<file path="config.mk">
export PLATFORM = sky130hd
export DESIGN_NAME = bouncing_beam_led_brightness
export DESIGN_NICKNAME = d
export VERILOG_FILES = /design/src/design/bbl_pkg.sv /design/src/design/bbl_div.sv /design/src/design/bbl_front.sv /design/src/design/bbl_fifo.sv /design/src/design/bbl_back.sv /design/src/design/bouncing_beam_led_brightness.sv
export SDC_FILE = /design/constraint.sdc
export NUM_CORES = 2
export LEC_CHECK = 0
export BUFFER_PORTS_ARGS = -buffer_cell sky130_fd_sc_hd__buf_2
export CORE_AREA = 3 3 395 397
export DETAILED_ROUTE_END_ITERATION = 7
export DIE_AREA = 0 0 398 400
export GPL_TIMING_DRIVEN = 0
export PLACE_DENSITY = 0.66
export SLEW_MARGIN = 25
export SYNTH_ARGS = -nofsm -noshare
export SYNTH_HDL_FRONTEND = slang
export SYNTH_SLANG_ARGS = --single-unit
</file>
<file path="constraint.sdc">
create_clock -name aclk -period 29.7 [get_ports aclk]
set_input_delay 1.485 -clock aclk [delete_from_list [all_inputs] [get_ports aclk]]
set_output_delay 1.485 -clock aclk [all_outputs]
set_load 0.05 [all_outputs]
</file>
<file path="src/design/bbl_pkg.sv">
// ----------------------------------------------------------------------------
// bbl_pkg: shared types and constants of the bouncing beam LED block
// Field widths, configuration register codes and the payload structs that
// travel between the front end, the frame queue and the LED back end.
// ----------------------------------------------------------------------------
package bbl_pkg;

    // Strip size
    localparam int NUM_LEDS  = 32;
    localparam int IDX_W     = 6;
    localparam int LED_LOG   = $clog2(NUM_LEDS + 1) - 1;

    // Field widths
    localparam int TIME_W    = 48;
    localparam int CYC_W     = 24;
    localparam int FRAC_W    = 8;
    localparam int COLOR_W   = 8;
    localparam int BEAM_W    = CYC_W + FRAC_W;
    localparam int BEND_W    = BEAM_W + 1;
    localparam int LEND_W    = CYC_W + 1;
    localparam int SLOT_W    = CYC_W - LED_LOG;
    localparam int PROD_W    = CYC_W + IDX_W;
    localparam int NUM_W     = SLOT_W + COLOR_W;

    // Iterative divider
    localparam int DIV_W     = TIME_W;
    localparam int DIV_CNT_W = $clog2(DIV_W);

    // Brightness divider stages, one quotient bit each
    localparam int BRT_STAGES = COLOR_W;

    // Configuration register codes
    localparam int CFG_IDX_W = 2;
    localparam logic [CFG_IDX_W-1:0] CFG_START_TIME = 2'd0;
    localparam logic [CFG_IDX_W-1:0] CFG_CYCLE_TIME = 2'd1;
    localparam logic [CFG_IDX_W-1:0] CFG_WIDTH_NUM  = 2'd2;
    localparam logic [CFG_IDX_W-1:0] CFG_WIDTH_DEN  = 2'd3;

    // Reset values
    localparam logic [CYC_W-1:0]  CYCLE_RESET = 24'd1000000;
    localparam logic [FRAC_W-1:0] NUM_RESET   = 8'd1;
    localparam logic [FRAC_W-1:0] DEN_RESET   = 8'd4;

    typedef struct packed {
        logic [TIME_W-1:0] start_time_us;
        logic [CYC_W-1:0]  cycle_time_us;
        logic [FRAC_W-1:0] beam_width_num;
        logic [FRAC_W-1:0] beam_width_den;
    } cfg_t;

    typedef struct packed {
        logic [TIME_W-1:0]  now_us;
        logic [COLOR_W-1:0] hue;
        logic [COLOR_W-1:0] saturation;
    } in_t;

    typedef struct packed {
        logic [IDX_W-1:0]   led_index;
        logic               lit;
        logic [COLOR_W-1:0] out_hue;
        logic [COLOR_W-1:0] out_saturation;
        logic [COLOR_W-1:0] brightness;
        logic               last;
    } out_t;

    // One frame as classified by the front end
    typedef struct packed {
        logic [CYC_W-1:0]   bstart;
        logic [BEAM_W-1:0]  beam;
        logic [COLOR_W-1:0] hue;
        logic [COLOR_W-1:0] sat;
    } frame_t;

    // Per-LED tag carried down the back-end pipeline
    typedef struct packed {
        logic [IDX_W-1:0]   idx;
        logic               last;
        logic [COLOR_W-1:0] hue;
        logic [COLOR_W-1:0] sat;
    } tag_t;

    typedef struct packed {
        tag_t               tag;
        logic               lit;
        logic [NUM_W-1:0]   rem;
        logic [COLOR_W-1:0] quo;
    } brt_t;

endpackage

</file>
<file path="src/design/bbl_div.sv">
// ----------------------------------------------------------------------------
// bbl_div: iterative restoring divider
// One quotient bit per cycle over the full dividend width; done pulses for
// one cycle when quotient and remainder are valid.
// ----------------------------------------------------------------------------
module bbl_div (
    input  logic                           aclk,
    input  logic                           aresetn,
    input  logic                           start,
    input  logic [bbl_pkg::DIV_W-1:0]      dividend,
    input  logic [bbl_pkg::CYC_W-1:0]      divisor,
    output logic                           done,
    output logic [bbl_pkg::DIV_W-1:0]      quotient,
    output logic [bbl_pkg::CYC_W-1:0]      remainder
);

    logic                              run_reg;
    logic                              done_reg;
    logic [bbl_pkg::DIV_CNT_W-1:0]     cnt_reg;
    logic [bbl_pkg::DIV_W-1:0]         dq_reg;
    logic [bbl_pkg::CYC_W-1:0]         rem_reg;
    logic [bbl_pkg::CYC_W-1:0]         dvs_reg;

    logic [bbl_pkg::CYC_W:0]           trial;
    logic                              ge;
    logic [bbl_pkg::CYC_W-1:0]         rem_next;
    logic [bbl_pkg::CYC_W:0]           diff;

    // One compare-subtract step
    always_comb begin
        trial    = {rem_reg, dq_reg[bbl_pkg::DIV_W-1]};
        ge       = trial >= {1'b0, dvs_reg};
        diff     = trial - {1'b0, dvs_reg};
        rem_next = ge ? diff[bbl_pkg::CYC_W-1:0] : trial[bbl_pkg::CYC_W-1:0];
    end

    // Control
    always_ff @(posedge aclk) begin
        if (!aresetn) begin
            run_reg  <= 1'b0;
            done_reg <= 1'b0;
            cnt_reg  <= '0;
        end else begin
            done_reg <= 1'b0;
            if (start) begin
                run_reg <= 1'b1;
                cnt_reg <= '0;
            end else if (run_reg) begin
                cnt_reg <= cnt_reg + 1'b1;
                if (cnt_reg == bbl_pkg::DIV_CNT_W'(bbl_pkg::DIV_W - 1)) begin
                    run_reg  <= 1'b0;
                    done_reg <= 1'b1;
                end
            end
        end
    end

    // Datapath: dividend shifts out the top, quotient shifts in the bottom
    always_ff @(posedge aclk) begin
        if (start) begin
            dq_reg  <= dividend;
            rem_reg <= '0;
            dvs_reg <= divisor;
        end else if (run_reg) begin
            dq_reg  <= {dq_reg[bbl_pkg::DIV_W-2:0], ge};
            rem_reg <= rem_next;
        end
    end

    assign done      = done_reg;
    assign quotient  = dq_reg;
    assign remainder = rem_reg;

endmodule

</file>
<file path="src/design/bbl_front.sv">
// ----------------------------------------------------------------------------
// bbl_front: frame intake and beam position
// Buffers one frame, derives the beam width (cached until the next
// configuration write) and the beam start from the elapsed time.
// ----------------------------------------------------------------------------
module bbl_front (
    input  logic              aclk,
    input  logic              aresetn,
    input  bbl_pkg::cfg_t     cfg,
    input  logic              cfg_wr,
    input  logic              s_valid,
    output logic              s_ready,
    input  bbl_pkg::in_t      s_data,
    output logic              q_valid,
    input  logic              q_ready,
    output bbl_pkg::frame_t   q_data
);

    localparam logic [2:0] ST_IDLE = 3'd0;
    localparam logic [2:0] ST_BEAM = 3'd1;
    localparam logic [2:0] ST_SPAN = 3'd2;
    localparam logic [2:0] ST_ELAP = 3'd3;
    localparam logic [2:0] ST_PUSH = 3'd4;

    logic [2:0]                      state_reg, state_next;
    logic                            buf_vld_reg;
    bbl_pkg::in_t                    buf_reg;
    bbl_pkg::in_t                    work_reg;
    logic                            beam_ok_reg;
    logic [bbl_pkg::BEAM_W-1:0]      beam_reg;
    logic [bbl_pkg::CYC_W-1:0]       span_reg;
    logic [bbl_pkg::CYC_W-1:0]       bstart_reg;

    logic                            div_start;
    logic [bbl_pkg::DIV_W-1:0]       div_dividend;
    logic [bbl_pkg::CYC_W-1:0]       div_divisor;
    logic                            div_done;
    logic [bbl_pkg::DIV_W-1:0]       div_quo;
    logic [bbl_pkg::CYC_W-1:0]       div_rem;

    logic [bbl_pkg::BEAM_W-1:0]      beam_prod;
    logic [bbl_pkg::FRAC_W-1:0]      den;
    logic                            span_pos;
    logic [bbl_pkg::CYC_W-1:0]       span_val;
    logic [bbl_pkg::TIME_W-1:0]      elapsed;

    bbl_div u_div (
        .aclk      (aclk),
        .aresetn   (aresetn),
        .start     (div_start),
        .dividend  (div_dividend),
        .divisor   (div_divisor),
        .done      (div_done),
        .quotient  (div_quo),
        .remainder (div_rem)
    );

    assign s_ready = !buf_vld_reg;

    // Beam and span arithmetic
    always_comb begin
        den       = (cfg.beam_width_den == '0) ? bbl_pkg::FRAC_W'(1) : cfg.beam_width_den;
        beam_prod = bbl_pkg::BEAM_W'(cfg.cycle_time_us) * bbl_pkg::BEAM_W'(cfg.beam_width_num);
        span_pos  = beam_reg < bbl_pkg::BEAM_W'(cfg.cycle_time_us);
        span_val  = cfg.cycle_time_us - beam_reg[bbl_pkg::CYC_W-1:0];
        elapsed   = (work_reg.now_us > cfg.start_time_us) ?
                    work_reg.now_us - cfg.start_time_us : '0;
    end

    // Sequencer
    always_comb begin
        state_next   = state_reg;
        div_start    = 1'b0;
        div_dividend = bbl_pkg::DIV_W'(beam_prod);
        div_divisor  = bbl_pkg::CYC_W'(den);
        case (state_reg)
            ST_IDLE: begin
                if (buf_vld_reg) begin
                    if (beam_ok_reg) begin
                        state_next = ST_SPAN;
                    end else begin
                        div_start  = 1'b1;
                        state_next = ST_BEAM;
                    end
                end
            end
            ST_BEAM: begin
                if (div_done) begin
                    state_next = ST_SPAN;
                end
            end
            ST_SPAN: begin
                if (span_pos) begin
                    div_start    = 1'b1;
                    div_dividend = elapsed;
                    div_divisor  = span_val;
                    state_next   = ST_ELAP;
                end else begin
                    state_next = ST_PUSH;
                end
            end
            ST_ELAP: begin
                if (div_done) begin
                    state_next = ST_PUSH;
                end
            end
            ST_PUSH: begin
                if (q_ready) begin
                    state_next = ST_IDLE;
                end
            end
            default: state_next = ST_IDLE;
        endcase
    end

    // Control registers
    always_ff @(posedge aclk) begin
        if (!aresetn) begin
            state_reg   <= ST_IDLE;
            buf_vld_reg <= 1'b0;
            beam_ok_reg <= 1'b0;
        end else begin
            state_reg <= state_next;
            if (s_valid && s_ready) begin
                buf_vld_reg <= 1'b1;
            end else if (state_reg == ST_IDLE) begin
                buf_vld_reg <= 1'b0;
            end
            if (cfg_wr) begin
                beam_ok_reg <= 1'b0;
            end else if (state_reg == ST_BEAM && div_done) begin
                beam_ok_reg <= 1'b1;
            end
        end
    end

    // Payload registers
    always_ff @(posedge aclk) begin
        if (s_valid && s_ready) begin
            buf_reg <= s_data;
        end
        if (state_reg == ST_IDLE && buf_vld_reg) begin
            work_reg <= buf_reg;
        end
        if (state_reg == ST_BEAM && div_done) begin
            beam_reg <= div_quo[bbl_pkg::BEAM_W-1:0];
        end
        if (state_reg == ST_SPAN) begin
            span_reg   <= span_val;
            bstart_reg <= '0;
        end
        // Odd pass runs forward, even pass backward
        if (state_reg == ST_ELAP && div_done) begin
            bstart_reg <= div_quo[0] ? div_rem : span_reg - div_rem;
        end
    end

    assign q_valid       = (state_reg == ST_PUSH);
    assign q_data.bstart = bstart_reg;
    assign q_data.beam   = beam_reg;
    assign q_data.hue    = work_reg.hue;
    assign q_data.sat    = work_reg.saturation;

endmodule

</file>
<file path="src/design/bbl_fifo.sv">
// ----------------------------------------------------------------------------
// bbl_fifo: two-entry frame queue
// Decouples the front end from the LED back end.
// ----------------------------------------------------------------------------
module bbl_fifo (
    input  logic              aclk,
    input  logic              aresetn,
    input  logic              wr_valid,
    output logic              wr_ready,
    input  bbl_pkg::frame_t   wr_data,
    output logic              rd_valid,
    input  logic              rd_ready,
    output bbl_pkg::frame_t   rd_data
);

    bbl_pkg::frame_t  mem_reg [0:1];
    logic             wr_ptr_reg;
    logic             rd_ptr_reg;
    logic [1:0]       cnt_reg;
    logic             do_wr;
    logic             do_rd;

    assign wr_ready = (cnt_reg != 2'd2);
    assign rd_valid = (cnt_reg != 2'd0);
    assign rd_data  = mem_reg[rd_ptr_reg];
    assign do_wr    = wr_valid && wr_ready;
    assign do_rd    = rd_valid && rd_ready;

    // Pointers and fill count
    always_ff @(posedge aclk) begin
        if (!aresetn) begin
            wr_ptr_reg <= 1'b0;
            rd_ptr_reg <= 1'b0;
            cnt_reg    <= 2'd0;
        end else begin
            if (do_wr) begin
                wr_ptr_reg <= !wr_ptr_reg;
            end
            if (do_rd) begin
                rd_ptr_reg <= !rd_ptr_reg;
            end
            if (do_wr && !do_rd) begin
                cnt_reg <= cnt_reg + 2'd1;
            end else if (do_rd && !do_wr) begin
                cnt_reg <= cnt_reg - 2'd1;
            end
        end
    end

    // Storage
    always_ff @(posedge aclk) begin
        if (do_wr) begin
            mem_reg[wr_ptr_reg] <= wr_data;
        end
    end

endmodule

</file>
<file path="src/design/bbl_back.sv">
// ----------------------------------------------------------------------------
// bbl_back: per-LED overlap and brightness pipeline
// Issues one LED per cycle from the head frame unless stalled, finds its
// beam overlap, divides 255*overlap by slot time, one quotient bit per stage.
// ----------------------------------------------------------------------------
module bbl_back (
    input  logic              aclk,
    input  logic              aresetn,
    input  bbl_pkg::cfg_t     cfg,
    input  logic              q_valid,
    output logic              q_ready,
    input  bbl_pkg::frame_t   q_data,
    output logic              m_valid,
    input  logic              m_ready,
    output bbl_pkg::out_t     m_data
);

    localparam logic [bbl_pkg::IDX_W-1:0] LAST_IDX = bbl_pkg::IDX_W'(bbl_pkg::NUM_LEDS - 1);
    localparam int NS = bbl_pkg::BRT_STAGES;

    logic                            adv;
    logic [bbl_pkg::SLOT_W-1:0]      slot;
    logic [bbl_pkg::IDX_W-1:0]       idx_reg;

    // Stage 0: issue
    logic                            s0_vld_reg;
    bbl_pkg::tag_t                   s0_tag_reg;
    logic [bbl_pkg::PROD_W-1:0]      s0_prod_reg;
    logic [bbl_pkg::CYC_W-1:0]       s0_bst_reg;
    logic [bbl_pkg::BEAM_W-1:0]      s0_beam_reg;

    // Stage 1: slot bounds, beam end
    logic                            s1_vld_reg;
    bbl_pkg::tag_t                   s1_tag_reg;
    logic [bbl_pkg::CYC_W-1:0]       s1_lstart_reg;
    logic [bbl_pkg::LEND_W-1:0]      s1_lend_reg;
    logic [bbl_pkg::CYC_W-1:0]       s1_bst_reg;
    logic [bbl_pkg::BEND_W-1:0]      s1_bend_reg;

    // Stage 2: hit test and overlap bounds
    logic                            s2_vld_reg;
    bbl_pkg::tag_t                   s2_tag_reg;
    logic                            s2_lit_reg;
    logic [bbl_pkg::CYC_W-1:0]       s2_s_reg;
    logic [bbl_pkg::LEND_W-1:0]      s2_e_reg;

    // Divider stages
    logic                            dv_vld_reg [0:NS];
    bbl_pkg::brt_t                   dv_reg     [0:NS];
    bbl_pkg::brt_t                   dv_next    [1:NS];

    logic                            out_vld_reg;
    bbl_pkg::out_t                   out_reg;

    logic [bbl_pkg::CYC_W-1:0]       lstart;
    logic [bbl_pkg::LEND_W-1:0]      on_full;
    logic [bbl_pkg::SLOT_W-1:0]      on;
    logic [bbl_pkg::NUM_W-1:0]       trial [1:NS];

    assign slot    = bbl_pkg::SLOT_W'(cfg.cycle_time_us / bbl_pkg::NUM_LEDS);
    assign adv     = !out_vld_reg || m_ready;
    assign q_ready = adv && (idx_reg == LAST_IDX);

    assign lstart  = bbl_pkg::CYC_W'(s0_prod_reg / bbl_pkg::NUM_LEDS);
    assign on_full = s2_e_reg - {1'b0, s2_s_reg};
    assign on      = on_full[bbl_pkg::SLOT_W-1:0];

    // Restoring division steps, one quotient bit per stage
    always_comb begin
        for (int k = 1; k <= NS; k++) begin
            trial[k]   = bbl_pkg::NUM_W'(slot) << (NS - k);
            dv_next[k] = dv_reg[k-1];
            if (dv_reg[k-1].rem >= trial[k]) begin
                dv_next[k].rem        = dv_reg[k-1].rem - trial[k];
                dv_next[k].quo[NS-k]  = 1'b1;
            end
        end
    end

    // LED counter
    always_ff @(posedge aclk) begin
        if (!aresetn) begin
            idx_reg <= '0;
        end else if (adv && q_valid) begin
            idx_reg <= (idx_reg == LAST_IDX) ? '0 : idx_reg + 1'b1;
        end
    end

    // Valid chain
    always_ff @(posedge aclk) begin
        if (!aresetn) begin
            s0_vld_reg  <= 1'b0;
            s1_vld_reg  <= 1'b0;
            s2_vld_reg  <= 1'b0;
            out_vld_reg <= 1'b0;
            for (int k = 0; k <= NS; k++) begin
                dv_vld_reg[k] <= 1'b0;
            end
        end else if (adv) begin
            s0_vld_reg    <= q_valid;
            s1_vld_reg    <= s0_vld_reg;
            s2_vld_reg    <= s1_vld_reg;
            dv_vld_reg[0] <= s2_vld_reg;
            for (int k = 1; k <= NS; k++) begin
                dv_vld_reg[k] <= dv_vld_reg[k-1];
            end
            out_vld_reg   <= dv_vld_reg[NS];
        end
    end

    // Datapath stages
    always_ff @(posedge aclk) begin
        if (adv) begin
            // issue
            s0_tag_reg.idx  <= idx_reg;
            s0_tag_reg.last <= (idx_reg == LAST_IDX);
            s0_tag_reg.hue  <= q_data.hue;
            s0_tag_reg.sat  <= q_data.sat;
            s0_prod_reg     <= bbl_pkg::PROD_W'(cfg.cycle_time_us) *
                               bbl_pkg::PROD_W'(idx_reg);
            s0_bst_reg      <= q_data.bstart;
            s0_beam_reg     <= q_data.beam;

            // slot bounds
            s1_tag_reg    <= s0_tag_reg;
            s1_lstart_reg <= lstart;
            s1_lend_reg   <= bbl_pkg::LEND_W'(lstart) + bbl_pkg::LEND_W'(slot);
            s1_bst_reg    <= s0_bst_reg;
            s1_bend_reg   <= bbl_pkg::BEND_W'(s0_bst_reg) + bbl_pkg::BEND_W'(s0_beam_reg);

            // hit test, overlap = [max(starts), min(ends))
            s2_tag_reg <= s1_tag_reg;
            s2_lit_reg <= ({1'b0, s1_bst_reg} < s1_lend_reg) &&
                          (s1_bend_reg > bbl_pkg::BEND_W'(s1_lstart_reg));
            s2_s_reg   <= (s1_bst_reg > s1_lstart_reg) ? s1_bst_reg : s1_lstart_reg;
            s2_e_reg   <= (s1_bend_reg < bbl_pkg::BEND_W'(s1_lend_reg)) ?
                          s1_bend_reg[bbl_pkg::LEND_W-1:0] : s1_lend_reg;

            // dividend 255*overlap
            dv_reg[0].tag <= s2_tag_reg;
            dv_reg[0].lit <= s2_lit_reg;
            dv_reg[0].rem <= (bbl_pkg::NUM_W'(on) << bbl_pkg::COLOR_W) - bbl_pkg::NUM_W'(on);
            dv_reg[0].quo <= '0;
            for (int k = 1; k <= NS; k++) begin
                dv_reg[k] <= dv_next[k];
            end

            // result; unlit LEDs are black, a zero slot gives zero brightness
            out_reg.led_index <= dv_reg[NS].tag.idx;
            out_reg.last      <= dv_reg[NS].tag.last;
            out_reg.lit       <= dv_reg[NS].lit;
            if (dv_reg[NS].lit) begin
                out_reg.out_hue        <= dv_reg[NS].tag.hue;
                out_reg.out_saturation <= dv_reg[NS].tag.sat;
                out_reg.brightness     <= (slot == '0) ? '0 : dv_reg[NS].quo;
            end else begin
                out_reg.out_hue        <= '0;
                out_reg.out_saturation <= '0;
                out_reg.brightness     <= '0;
            end
        end
    end

    assign m_valid = out_vld_reg;
    assign m_data  = out_reg;

endmodule

</file>
<file path="src/design/bouncing_beam_led_brightness.sv">
// ----------------------------------------------------------------------------
// bouncing_beam_led_brightness: anti-aliased bouncing beam LED scanner
// Turns one frame update (time, hue, saturation) into one result per LED.
// ----------------------------------------------------------------------------
// Usage:
//   s_*   frame input: now_us, hue, saturation. One transaction per frame.
//   m_*   LED results: NUM_LEDS transactions per frame, in LED order, last
//         set on the final LED.
//   cfg_* register writes: start time, cycle time, beam width num/den.
//         Always ready; write only while no frame is in flight.
// From frame accept to the first result a frame passes the front end, where
//   the 48-step elapsed-time divider runs, the frame queue and then the LED
//   pipeline. The first frame after a register write also waits for the
//   beam width divide.
// The divider in the front end limits the frame rate; the back end emits
//   one LED per cycle while the receiver is ready.
// A two-frame queue separates front and back, and one input frame buffers
//   while another divides. A stalled receiver freezes the LED pipeline; the
//   front end keeps working until the queue fills.
// Reset (aresetn low, synchronous) empties all stages and restores the
//   register defaults: start 0, cycle 1000000 us, width 1/4.
// ----------------------------------------------------------------------------
module bouncing_beam_led_brightness (
    input  logic                              aclk,
    input  logic                              aresetn,
    input  logic                              s_valid,
    output logic                              s_ready,
    input  bbl_pkg::in_t                      s_data,
    output logic                              m_valid,
    input  logic                              m_ready,
    output bbl_pkg::out_t                     m_data,
    input  logic                              cfg_valid,
    output logic                              cfg_ready,
    input  logic [bbl_pkg::CFG_IDX_W-1:0]     cfg_index,
    input  logic [bbl_pkg::TIME_W-1:0]        cfg_data
);

    bbl_pkg::cfg_t    cfg_reg;
    logic             cfg_wr;
    logic             q_wr_valid;
    logic             q_wr_ready;
    bbl_pkg::frame_t  q_wr_data;
    logic             q_rd_valid;
    logic             q_rd_ready;
    bbl_pkg::frame_t  q_rd_data;

    assign cfg_ready = 1'b1;
    assign cfg_wr    = cfg_valid && cfg_ready;

    // Configuration registers
    always_ff @(posedge aclk) begin
        if (!aresetn) begin
            cfg_reg.start_time_us  <= '0;
            cfg_reg.cycle_time_us  <= bbl_pkg::CYCLE_RESET;
            cfg_reg.beam_width_num <= bbl_pkg::NUM_RESET;
            cfg_reg.beam_width_den <= bbl_pkg::DEN_RESET;
        end else if (cfg_wr) begin
            case (cfg_index)
                bbl_pkg::CFG_START_TIME: cfg_reg.start_time_us  <= cfg_data;
                bbl_pkg::CFG_CYCLE_TIME: cfg_reg.cycle_time_us  <=
                                             cfg_data[bbl_pkg::CYC_W-1:0];
                bbl_pkg::CFG_WIDTH_NUM:  cfg_reg.beam_width_num <=
                                             cfg_data[bbl_pkg::FRAC_W-1:0];
                bbl_pkg::CFG_WIDTH_DEN:  cfg_reg.beam_width_den <=
                                             cfg_data[bbl_pkg::FRAC_W-1:0];
                default: ;
            endcase
        end
    end

    bbl_front u_front (
        .aclk    (aclk),
        .aresetn (aresetn),
        .cfg     (cfg_reg),
        .cfg_wr  (cfg_wr),
        .s_valid (s_valid),
        .s_ready (s_ready),
        .s_data  (s_data),
        .q_valid (q_wr_valid),
        .q_ready (q_wr_ready),
        .q_data  (q_wr_data)
    );

    bbl_fifo u_fifo (
        .aclk     (aclk),
        .aresetn  (aresetn),
        .wr_valid (q_wr_valid),
        .wr_ready (q_wr_ready),
        .wr_data  (q_wr_data),
        .rd_valid (q_rd_valid),
        .rd_ready (q_rd_ready),
        .rd_data  (q_rd_data)
    );

    bbl_back u_back (
        .aclk    (aclk),
        .aresetn (aresetn),
        .cfg     (cfg_reg),
        .q_valid (q_rd_valid),
        .q_ready (q_rd_ready),
        .q_data  (q_rd_data),
        .m_valid (m_valid),
        .m_ready (m_ready),
        .m_data  (m_data)
    );

endmodule
</file>
==> summary.txt <==
Drt
  • Wire per inst: 21.5 um
  • Drt drc: 0
  • DRT antenna net count: 0
  • Vias post-DR: 50121
  • Drt first-iter violations: 3666
  • 1st-pass router iterations: 5
  • Final WL: 194000 um
  • Vias/cell: 5.56

STA
  • Final Setup Violations: 0
  • F_max: 145 MHz
  • RSZ-0062 raised after global routing: false
  • Clock skew: 0.0608 ns
  • Slew Limit Fails: 0
  • Hold slack final: 0.400 ns
  • Max_slew headroom: 0.230
  • Final Hold Fails: 0
  • Tmin final: 6.89 ns
  • Period utilization: 0.232
  • Slew @ Worst Pin: 1.15 ns

Clock tree
  • CTS tree: built
  • # Post-CTS Setup Buffers: 0
  • Clk sinks: 1366
  • Post_cts resized: 0
  • CTS buffer count: 146
  • CTS Hold Bufs: 0
  • Clock latency on the worst-skew pair: 0.79 ns
  • Clock-pin slew on the worst setup and hold paths: 0.07 ns
  • CTS Buffer Depth: 3
  • Clk Tree Root Cell: clkbuf_16
  • H-tree levels: 4

Logic synthesis
  • Ys async rst share: 0
  • Gate Count Post-Synth: 6529
  • Cell Area, Synth: 76300 sq um
  • Yosys Warn Count: 0
  • Syn Nets: 7432
  • Synth cell types: 94
  • Post-synth top flop: edfxtp_1
  • EDFF count, synth: 1227
  • Sequential share of the synthesized area: 0.520
  • Syn Area/Cell: 11.7 sq um
  • Number of synthesized register bits: 1366

Place
  • Port Buffer Count: 149
  • Dpl hpwl: 146000 um
  • Final RePlAce weighted congestion: 0.917

Setup path
  • Setup crit end kind: flip-flop
  • RR Startpoint: cfg_reg[16]$_SDFFE_PN0P_
  • CP max stage delay: 0.71 ns
  • FF-to-FF End: u_front.u_div.quotient[26]$_DFFE_PP_
  • Cell mode on critical path: fa_1
  • Critical path startpoint category: flip-flop
  • Crit path cell chain: buf_1 > nand2_1 > fa_1 > fa_1 > inv_1 > fa_1 > inv_1 > fa_1 > inv_1 > ha_1 > nor2b_1 > a311oi_1 > o21ai_0 > a211oi_1 > o21ai_0 > a21o_1 > a21oi_1 > xnor2_1 > a22oi_1 > o21ai_0
  • Buffers plus inverters on the worst setup path: 4
  • Worst endpoint required time: 30.20 ns
  • R2r worst-path depth: 20
  • Crit path depth: 20
  • Critical-path maximum fanout: 10
  • CP max-delay cell: dfxtp_1
  • Launch point of the critical path: cfg_reg[16]$_SDFFE_PN0P_
  • Worst setup endpoint: u_front.u_div.quotient[26]$_DFFE_PP_
  • R2R setup slack: 22.81 ns
  • Kind of critical path: flip-flop to flip-flop
  • Crit path DAT: 7.39 ns
  • Family with the most delay on the worst path: adder cells

Floorplanning
  • Horiz. Die Dim: 398 um
  • Starting Density: 0.501
  • Core box area: 152000 sq um
  • Die area: 159000 sq um
  • Die height: 400 um
  • I/O pin cnt: 154
  • Site Rows: 143

Pwr
  • Max VDD drop: 0.0574 mV
  • Pwr per Cell Area: 74.9 nW/um^2
  • Power, Total: 6.40 mW
  • Leakage: 34.8 nW

Outcome
  • Outcome: complete, no violations

Finish
  • Final net count: 7771
  • Fill cell count: 12842
  • Max reg flops: 468
  • Area Growth Syn to Fin: 12.1%
  • Layout cells sized above 1: 0.0934

Global routing
  • Grt ovf: 0
  • GRT Total Usage: 0.243
  • Vias in the first global route: 49983
  • Global-route wire length before repair: 295000 um
  • Largest net degree at the start of global routing: 54
  • Initial antenna violation count: 5

Min path
  • Type of the most critical hold path: flip-flop to flip-flop

Run
  • Max_cap viols: 0
stage by stage:
stage	utilization	area, sq um	TNS (ns)	setup WS, ns	instances
detailed placement	0.528	80400	0	22.99	8750
finish	0.562	85500	0	22.81	9020
floorplan	-	76300	0	4.47	6529
global placement	0.522	79500	-2729.87	-3.63	8708
global route	0.561	85500	0	22.49	9019
CTS	0.561	85500	0	22.92	9019
metal layers:
metal	track usage	routed length (um)	vias up
li1	-	-	24045
met2	0.413	93400	1317
met3	0.0344	9340	403
met1	0.307	80600	24354
met4	0.117	10200	2
met5	0	11	-
Yosys cell counts, types with 14 or more instances:
master,number,area [sq um]
nand3_1,79,395
a31oi_1,33,206
nor2b_1,80,500
nand2_1,567,2130
a31o_2,14,123
a21oi_1,424,2120
and2_1,211,1320
mux2i_1,22,220
nor4_1,33,206
ha_1,551,6890
o21bai_1,34,255
or3_1,30,188
nand4_1,57,357
nand2b_1,64,400
edfxtp_1,1227,36800
inv_1,567,2130
clkbuf_1,176,661
a21o_1,182,1370
dfxtp_1,139,2780
a21boi_0,108,811
a211oi_1,42,315
nor3_1,86,430
nor2_1,378,1420
mux2_2,151,1700
xnor2_1,251,2200
o21ai_0,245,1230
fa_1,233,4660
o21a_1,79,593
and3_1,58,363
o211ai_1,29,218
xor2_1,124,1090
worst min-delay path by stage:
stage	start	slack [ns]	cells after the start	end
4_1_cts	u_back.dv_reg[1][45]$_DFFE_PN_	0.40	0	u_back.dv_reg[2][45]$_DFFE_PN_
6_report	u_back.dv_reg[1][35]$_DFFE_PN_	0.40	0	u_back.dv_reg[2][35]$_DFFE_PN_
2_1_floorplan	u_back.s2_lit_reg$_DFFE_PN_	0.40	0	u_back.dv_reg[0][35]$_DFFE_PN_
5_1_grt	u_back.dv_reg[1][45]$_DFFE_PN_	0.40	0	u_back.dv_reg[2][45]$_DFFE_PN_
3_3_place_gp	u_back.dv_reg[7][35]$_DFFE_PN_	0.40	0	u_back.dv_reg[8][35]$_DFFE_PN_
3_5_place_dp	u_back.s2_tag_reg[1]$_DFFE_PN_	0.40	0	u_back.dv_reg[0][37]$_DFFE_PN_
placed cells by master (no fill, tap or decap), types with 29 or more instances in the layout:
cell	count
mux2_2	151
a21o_1	182
o21ai_0	245
nand2b_1	62
clkbuf_1	196
nand4_1	57
fa_1	233
buf_2	168
o21bai_1	34
and3_1	57
and2_1	210
nor3_1	86
inv_1	554
nand3_1	79
a31oi_1	33
nand2_1	567
nor4_1	32
a211oi_1	42
nor2b_1	78
clkbuf_16	147
xor2_1	124
dfxtp_1	137
nor2_1	378
a21oi_1	424
o211ai_1	29
or3_1	30
edfxtp_1	1227
o21a_1	79
xnor2_1	251
a21boi_0	108
ha_1	551
power breakdown:
part           total (mW)  switching, mW  leakage (nW)  internal, mW
Sequential           2.62          0.194          13.8          2.43
Clock                1.91          0.787          2.46          1.12
Combinational        1.87           1.07          18.6         0.804
Total                6.40           2.05          34.8          4.35
cell families (layout without fill, tap and decap cells):
logic type,count (synthesis),in the layout,synth area share
AO/OA/AOI/OAI,1346,1346,0.113
XOR/XNOR,377,377,0.0435
adder cells (fa/ha/maj),784,784,0.152
buffers and inverters,764,1224,0.0378
flip-flops,1366,1366,0.520
multiplexers,173,173,0.0252
other,1,2,0.0000492
AND/OR/NAND/NOR,1718,1718,0.109
layout make-up:
class                      instances  area [sq um]  area share
sequential                      1366         39600       0.464
multi-input combinational       4399         33800       0.395
clock buffer                     175          3820      0.0447
tap                             2030          2540      0.0297
inverter                         568          2130      0.0249
timing repair buffer             191          1540      0.0180
clock inverter                    94          1280      0.0149
buffer                           196           759     0.00888
antenna                            1          2.50   0.0000293
Note: power is estimated with default switching activity, not from simulation.
